<file path="src/rtl/core/lpd_pkg.sv">
// Shared types and constants for the length-prefix deframer.
// No dependencies; every module in rtl/core imports this package.
package lpd_pkg;

  localparam int LPD_BYTE_W            = 8;
  localparam int LPD_LEN_W             = 32;
  localparam int LPD_HCNT_W            = 2;
  localparam int LPD_HEADER_BYTES      = 4;
  localparam logic [LPD_LEN_W-1:0] LPD_MAX_PAYLOAD_RESET = LPD_LEN_W'(16 * 1024 * 1024);

  typedef struct packed {
    logic [LPD_BYTE_W-1:0] rx_byte;
  } lpd_rx_item_t;

  typedef struct packed {
    logic [LPD_BYTE_W-1:0] payload_byte;
    logic                  frame_start;
    logic                  frame_end;
    logic [LPD_LEN_W-1:0]  frame_len;
    logic                  empty_frame;
    logic                  oversize_drop;
  } lpd_frame_item_t;

endpackage

</file>
<file path="src/rtl/core/lpd_stream_if.sv">
// Valid/ready stream channel with a typed payload.
// Depends on nothing; the payload type is set at instantiation.
interface lpd_stream_if #(
  parameter type payload_t = logic
);
  logic     valid;
  logic     ready;
  payload_t payload;

  modport source (output valid, output payload, input ready);
  modport sink   (input valid, input payload, output ready);
endinterface

</file>
<file path="src/rtl/core/lpd_in_stage.sv">
// Input register of the deframer: captures one received byte per transfer.
// Depends on lpd_pkg.
module lpd_in_stage import lpd_pkg::*; (
  input  logic                  clk,
  input  logic                  rst,
  input  logic                  in_valid,
  input  logic [LPD_BYTE_W-1:0] in_byte,
  output logic                  in_ready,
  output logic                  item_valid,
  output logic [LPD_BYTE_W-1:0] item_byte,
  input  logic                  item_take
);
  logic                  valid;
  logic [LPD_BYTE_W-1:0] data;

  assign in_ready   = !valid || item_take;
  assign item_valid = valid;
  assign item_byte  = data;

  always_ff @(posedge clk) begin
    if (rst) begin
      valid <= 1'b0;
    end else if (in_ready) begin
      valid <= in_valid;
    end
  end

  always_ff @(posedge clk) begin
    if (in_valid && in_ready) begin
      data <= in_byte;
    end
  end
endmodule

</file>
<file path="src/rtl/core/lpd_parser.sv">
// Header gathering, length check and payload tracking for the deframer.
// Depends on lpd_pkg; sits between lpd_in_stage and lpd_out_stage.
module lpd_parser import lpd_pkg::*; #(
  parameter int HEADER_BYTES = LPD_HEADER_BYTES
) (
  input  logic                  clk,
  input  logic                  rst,
  input  logic                  cfg_we,
  input  logic [LPD_LEN_W-1:0]  cfg_wdata,
  input  logic                  item_valid,
  input  logic [LPD_BYTE_W-1:0] item_byte,
  output logic                  item_take,
  input  logic                  res_ready,
  output logic                  res_valid,
  output lpd_frame_item_t       res
);
  logic [LPD_LEN_W-1:0]  max_len;
  logic [LPD_HCNT_W-1:0] header_count, header_count_next;
  logic                  in_payload, in_payload_next;
  logic [LPD_LEN_W-1:0]  length_shift, length_shift_next;
  logic [LPD_LEN_W-1:0]  bytes_remaining, bytes_remaining_next;
  logic                  first_pending, first_pending_next;
  logic [LPD_LEN_W-1:0]  shifted;
  logic [LPD_HCNT_W:0]   count_inc;
  logic                  emit;

  assign item_take = item_valid && res_ready;
  assign res_valid = item_take && emit;
  assign shifted   = {length_shift[LPD_LEN_W-LPD_BYTE_W-1:0], item_byte};
  assign count_inc = {1'b0, header_count} + (LPD_HCNT_W+1)'(1);

  always_comb begin
    header_count_next    = header_count;
    in_payload_next      = in_payload;
    length_shift_next    = length_shift;
    bytes_remaining_next = bytes_remaining;
    first_pending_next   = first_pending;
    emit                 = 1'b0;
    res                  = '0;
    if (in_payload) begin
      emit             = 1'b1;
      res.payload_byte = item_byte;
      res.frame_start  = first_pending;
      res.frame_end    = (bytes_remaining <= LPD_LEN_W'(1));
      res.frame_len    = first_pending ? length_shift : '0;
      first_pending_next = 1'b0;
      if (bytes_remaining <= LPD_LEN_W'(1)) begin
        // last byte of the frame: back to header phase
        bytes_remaining_next = '0;
        in_payload_next      = 1'b0;
        length_shift_next    = '0;
      end else begin
        bytes_remaining_next = bytes_remaining - LPD_LEN_W'(1);
      end
    end else if (count_inc < (LPD_HCNT_W+1)'(HEADER_BYTES)) begin
      length_shift_next = shifted;
      header_count_next = count_inc[LPD_HCNT_W-1:0];
    end else begin
      header_count_next = '0;
      length_shift_next = shifted;
      if (shifted > max_len) begin
        // drop the header only
        emit              = 1'b1;
        res.frame_len     = shifted;
        res.oversize_drop = 1'b1;
        length_shift_next = '0;
      end else if (shifted == '0) begin
        emit            = 1'b1;
        res.frame_start = 1'b1;
        res.frame_end   = 1'b1;
        res.empty_frame = 1'b1;
      end else begin
        in_payload_next      = 1'b1;
        bytes_remaining_next = shifted;
        first_pending_next   = 1'b1;
      end
    end
  end

  always_ff @(posedge clk) begin
    if (rst) begin
      max_len         <= LPD_MAX_PAYLOAD_RESET;
      header_count    <= '0;
      in_payload      <= 1'b0;
      length_shift    <= '0;
      bytes_remaining <= '0;
      first_pending   <= 1'b0;
    end else begin
      if (cfg_we) begin
        max_len <= cfg_wdata;
      end
      if (item_take) begin
        header_count    <= header_count_next;
        in_payload      <= in_payload_next;
        length_shift    <= length_shift_next;
        bytes_remaining <= bytes_remaining_next;
        first_pending   <= first_pending_next;
      end
    end
  end

  a_payload_no_header: assert property (@(posedge clk) disable iff (rst)
    in_payload |-> header_count == '0)
    else $error("header count nonzero during payload");

  a_payload_remaining: assert property (@(posedge clk) disable iff (rst)
    in_payload |-> bytes_remaining != '0)
    else $error("payload phase with no bytes remaining");

  a_first_in_payload: assert property (@(posedge clk) disable iff (rst)
    first_pending |-> in_payload)
    else $error("first-byte flag outside payload phase");

  a_first_clears: assert property (@(posedge clk) disable iff (rst)
    item_take && in_payload |=> !first_pending)
    else $error("first-byte flag survived a payload byte");

  a_drop_not_start: assert property (@(posedge clk) disable iff (rst)
    res_valid && res.oversize_drop |-> !res.frame_start && !res.frame_end)
    else $error("oversize drop marked as frame boundary");
endmodule

</file>
<file path="src/rtl/core/lpd_out_stage.sv">
// Result register of the deframer: holds one result until the sink takes it.
// Depends on lpd_pkg.
module lpd_out_stage import lpd_pkg::*; (
  input  logic            clk,
  input  logic            rst,
  input  logic            res_valid,
  input  lpd_frame_item_t res,
  output logic            res_ready,
  output logic            out_valid,
  output lpd_frame_item_t out_item,
  input  logic            out_ready
);
  logic            valid;
  lpd_frame_item_t data;

  assign res_ready = !valid || out_ready;
  assign out_valid = valid;
  assign out_item  = data;

  always_ff @(posedge clk) begin
    if (rst) begin
      valid <= 1'b0;
    end else if (res_ready) begin
      valid <= res_valid;
    end
  end

  always_ff @(posedge clk) begin
    if (res_valid && res_ready) begin
      data <= res;
    end
  end
endmodule

</file>
<file path="src/rtl/core/length_prefix_deframer_core.sv">
// Length-prefix deframer: one received byte per cycle while tx is not stalled, in both directions.
// An rx byte is registered in the input stage; the parser turns it into a result that is
// registered in the output stage for tx; bytes that finish no result leave nothing.
// The parser between the two registers is combinational.
// Synchronous reset clears both stage valids, the parser state and sets the max
// length register to 16 MiB. Depends on lpd_pkg, lpd_stream_if and the lpd_* stages.
module length_prefix_deframer_core import lpd_pkg::*; #(
  parameter int HEADER_BYTES = LPD_HEADER_BYTES
) (
  input  logic                 clk,
  input  logic                 rst,
  lpd_stream_if.sink           rx,
  lpd_stream_if.source         tx,
  input  logic                 cfg_we,
  input  logic [LPD_LEN_W-1:0] cfg_wdata
);
  logic                  item_valid;
  logic [LPD_BYTE_W-1:0] item_byte;
  logic                  item_take;
  logic                  res_ready;
  logic                  res_valid;
  lpd_frame_item_t       res;
  lpd_frame_item_t       out_item;

  lpd_in_stage u_in (
    .clk        (clk),
    .rst        (rst),
    .in_valid   (rx.valid),
    .in_byte    (rx.payload.rx_byte),
    .in_ready   (rx.ready),
    .item_valid (item_valid),
    .item_byte  (item_byte),
    .item_take  (item_take)
  );

  lpd_parser #(
    .HEADER_BYTES (HEADER_BYTES)
  ) u_parser (
    .clk        (clk),
    .rst        (rst),
    .cfg_we     (cfg_we),
    .cfg_wdata  (cfg_wdata),
    .item_valid (item_valid),
    .item_byte  (item_byte),
    .item_take  (item_take),
    .res_ready  (res_ready),
    .res_valid  (res_valid),
    .res        (res)
  );

  lpd_out_stage u_out (
    .clk       (clk),
    .rst       (rst),
    .res_valid (res_valid),
    .res       (res),
    .res_ready (res_ready),
    .out_valid (tx.valid),
    .out_item  (out_item),
    .out_ready (tx.ready)
  );

  assign tx.payload = out_item;
endmodule

</file>
<file path="src/flat_wrapper.sv">
// flat-port wrapper written by rule: the top's interface ports become plain ports
module length_prefix_deframer_core_flat import lpd_pkg::*;
#(
  parameter int HEADER_BYTES = LPD_HEADER_BYTES
)
  (clk, rst, cfg_we, cfg_wdata, rx_valid, rx_payload, rx_ready, tx_valid, tx_payload, tx_ready);
  lpd_stream_if #(.payload_t(lpd_rx_item_t)) rx_i ();
  lpd_stream_if #(.payload_t(lpd_frame_item_t)) tx_i ();
  input  logic clk;
  input  logic rst;
  input  logic cfg_we;
  input  logic [LPD_LEN_W-1:0] cfg_wdata;
  input wire logic [$bits(rx_i.valid)-1:0] rx_valid;
  input wire logic [$bits(rx_i.payload)-1:0] rx_payload;
  output wire logic [$bits(rx_i.ready)-1:0] rx_ready;
  output wire logic [$bits(tx_i.valid)-1:0] tx_valid;
  output wire logic [$bits(tx_i.payload)-1:0] tx_payload;
  input wire logic [$bits(tx_i.ready)-1:0] tx_ready;
  assign rx_i.valid = rx_valid;
  assign rx_i.payload = rx_payload;
  assign rx_ready = rx_i.ready;
  assign tx_valid = tx_i.valid;
  assign tx_payload = tx_i.payload;
  assign tx_i.ready = tx_ready;
  length_prefix_deframer_core #(.HEADER_BYTES(HEADER_BYTES)) u_core (.clk(clk), .rst(rst), .rx(rx_i), .tx(tx_i), .cfg_we(cfg_we), .cfg_wdata(cfg_wdata));
endmodule
</file>
<file path="config.mk">
export PLATFORM = sky130hd
export DESIGN_NAME = length_prefix_deframer_core_flat
export DESIGN_NICKNAME = d
export VERILOG_FILES = /design/src/rtl/core/lpd_pkg.sv /design/src/rtl/core/lpd_stream_if.sv /design/src/rtl/core/lpd_in_stage.sv /design/src/rtl/core/lpd_parser.sv /design/src/rtl/core/lpd_out_stage.sv /design/src/rtl/core/length_prefix_deframer_core.sv /design/src/flat_wrapper.sv
export SDC_FILE = /design/constraint.sdc
export NUM_CORES = 1
export LEC_CHECK = 0
export CORE_MARGIN = 8
export CORE_UTILIZATION = 60
export DETAILED_ROUTE_END_ITERATION = 7
export DONT_BUFFER_PORTS = 1
export PLACE_DENSITY = 0.84
export SLEW_MARGIN = 20
export SYNTH_ARGS = -nofsm -noshare
export SYNTH_HDL_FRONTEND = slang
export SYNTH_SLANG_ARGS = --single-unit
</file>
<file path="constraint.sdc">
create_clock -name clk -period 9.3 [get_ports clk]
set_clock_uncertainty 0.15 [all_clocks]
set_input_delay 1.395 -clock clk [delete_from_list [all_inputs] [get_ports clk]]
set_output_delay 1.395 -clock clk [all_outputs]
set_load 0.03 [all_outputs]
</file>
==> impl_metrics.csv <==
group,metric,value,unit
clock_tree,cts_sinks,154,
synth,synth_largest_area_cell,"dfxtp_1",
critical_path,slowest_delay,0.79,ns
cells_and_area,fillCellCount,990,
clock_tree,clockRootBuffer,"clkbuf_16",
clock_tree,clk_path_buf_depth,2,
pwr,irDropWorstVdd,0.000181,V
synth,synth_seq_cells,154,
sta,max_freq,248,MHz
grt,grt_overflow,0,
floorplan,die_x,131,um
floorplan,start_util,60.8,%
floorplan,die_area,17200,um2
outcome,outcome,"completed",
critical_path,cp_data_required_time,9.23,ns
routing,drc,0,
clock_tree,htree_levels,4,
clock_tree,worstSkewPairLatency,0.43,ns
cells_and_area,fin_nets,850,
critical_path,crit_slowest_cell,"a31oi_4",
clock_tree,post_cts_buffers,0,
synth,syn_area_per_cell,9.90,um2
routing,avgRoutedWirePerCell,22.5,um
grt,track_usage,24.4,%
job,maxCapViolations,0,
pwr,clkPwrFrac,46.5,%
critical_path,crit_path_start_kind,"flip-flop",
placed_design,place_ws,5.35,ns
sta,setup_viol,0,
clock_tree,cts_buffers,17,
floorplan,ioPinCount,91,
routing,drt_iter0_drc,922,
critical_path,timing.reg2reg.setup_slack,5.26,ns
pwr,pwr-share-seq,47.9,%
sta,finalSetupTns,0,ns
synth,yosys-top-cells-area,"dfxtp_1 (26%), edfxtp_1 (20%), ha_1 (5.5%)",
cells_and_area,area_delta_synth_final,7.55,%
pwr,p_leak,3.15,nW
placed_design,hpwl,14200,um
floorplan,die_y,131,um
clock_tree,post_cts_resized,0,
placed_design,placed_cell_area,7950,um2
sta,fin_crit_sh,43.4,%
routing,drtAntennaViolNets,0,
synth,syn_area,7950,um2
clock_tree,path_clk_slew,0.06,ns
synth,syn-num-nets,883,
sta,fin_crit,4.04,ns
pwr,p_int,0.00117,W
synth,yosys_warnings,0,
cells_and_area,diodes,0,
synth,yosysTopAreaCellShare,25.7,%
routing,wirelength,21600,um
sta,slew_headroom,26.3,%
pwr,power_density,177,nW/um2
routing,firstDrtPassIters,5,
synth,synth_cell_types,65,
synth,yosysMostFrequentCell,"dfxtp_1",
synth,synth_common_cells,"dfxtp_1 (102), nor2_1 (91), nand2_1 (58)",
placed_design,io_buffers,0,
pwr,p_comb_share,5.6,%
clock_tree,cts_tree,"done",
sta,timing.hold.ws,0.325,ns
grt,grt_pass1_wl,34100,um
sta,final_max_slew_viol_count,0,
grt,antenna_found_initial,0,
synth,synth_seq_area_share,45.3,%
placed_design,gp_congestion,0.929,
critical_path,critical_path.top_delay_family,"compound AO/OA/AOI/OAI gates",
sta,hold_viol_final,0,
cells_and_area,fin_area,8550,um2
critical_path,crit_buf_inv,1,
critical_path,path_class,"reg -> reg",
grt,first_global_vias,6488,
critical_path,crit_arrival,3.97,ns
critical_path,worstPathCellList,"ha_1, nand4_2, nor4_2, nand2b_1, a31oi_4, o31ai_1, a21oi_4, buf_4",
routing,via_per_inst,6.95,
sta,rsz0062_at_grt,"false",
grt,grt_max_degree,53,
cells_and_area,drive_gt1_share,7.79,%
floorplan,coreArea,13100,um2
synth,synth_flop_cell,"dfxtp_1",
clock_tree,hold_buffers,0,
pwr,swShare,22.7,%
pwr,power,0.00151,W
sta,worst_slew_pin_slew,1.10,ns
synth,synth_edf_count,52,
floorplan,std_cell_rows,42,
routing,via_count,6667,
pwr,p_sw,0.000343,W
hold_path,min_path_type,"reg -> reg",
synth,async_flop_share,0,%
sta,timing.final.ws_setup,5.26,ns
synth,syn_inst,803,
critical_path,critPathCaptureType,"flip-flop",
critical_path,worstPathMaxFanout,32,
-- registers in the layout, summed over array words and instances, names as in the netlist --
signal	cells
u_core.u_out.out_valid	1
u_core.u_out.out_item	44
u_core.u_parser.in_payload	1
u_core.u_parser.first_pending	1
u_core.u_parser.header_count	2
u_core.u_in.item_valid	1
u_core.u_parser.length_shift	32
u_core.u_parser.bytes_remaining	32
u_core.u_in.item_byte	8
u_core.u_parser.max_len	32
-- worst paths after layout --
check                                        start                          endpoint  depth (start not counted)
setup reg to reg  u_core.u_parser.length_shift[23]         u_core.u_out.out_item[17]                          8
setup / recovery  u_core.u_parser.length_shift[23]         u_core.u_out.out_item[17]                          8
hold reg to reg   u_core.u_parser.length_shift[27]  u_core.u_parser.length_shift[27]                          1
hold / removal    u_core.u_parser.length_shift[27]  u_core.u_parser.length_shift[27]                          1
-- cells by family (layout without fill, tap and decap cells) --
| family | after synthesis | count (layout) | share of synthesized area, % |
|---|---|---|---|
| mux | 34 | 34 | 4.30 |
| buf+inv | 99 | 79 | 5.74 |
| simple gates | 278 | 278 | 17.8 |
| xor+xnor | 5 | 5 | 0.551 |
| flops | 154 | 154 | 45.3 |
| fa+ha+maj | 35 | 35 | 5.51 |
| compound gates | 198 | 198 | 20.8 |
-- cells in the final DEF (no fill, tap or decap), drive strengths merged, types with 5 or more instances in the layout --
cell and instances:
nor2b 16, inv 40, o21ai 17, o211a 9, buf 6, nand2 58
ha 35, dfxtp 102, mux2i 33, nor2 91, a21oi 31, clkinv 7
edfxtp 52, a21o 9, nand4 16, a32o 33, nand3 5, clkbuf 21
and2 11, nor4 42, nor3 17, a2111oi 5, o32ai 26, a22o 38
-- through the flow --
step                cells  util [%]
floorplan             803         -
global placement      927      60.6
detailed placement    927      60.7
CTS                   959      65.3
global route          959      65.3
finish                959      65.3
-- power by group through the flow --
stage               Combinational, W  Clock (W)  Sequential (W)
CTS                        0.0000834   0.000707        0.000725
finish                     0.0000845   0.000703        0.000725
floorplan                  0.0000709          0        0.000731
global placement           0.0000767          0        0.000738
detailed placement         0.0000820          0        0.000739
global route               0.0000938   0.000733        0.000726
-- final cells by class --
cell class	count	area, um2	area share [%]
multi-input cells	550	3930	46.0
flip-flops and latches	154	3600	42.1
clock buffers	21	450	5.27
well taps	176	220	2.58
inverters	41	154	1.80
clock inverters	11	146	1.71
repair buffers	6	45.0	0.527
-- routing by layer --
metal  up-vias  wire (um)  share of wire [%]  GRT usage [%]
li1       2991          -                  -              -
met1      3212       8510                 39           28.6
met2       401      10400                 48           39.7
met3        63       1970                9.1           8.12
met4         0        775                3.6           11.4
met5         -          0                  0              0
Note: power is estimated with default switching activity, not from simulation.
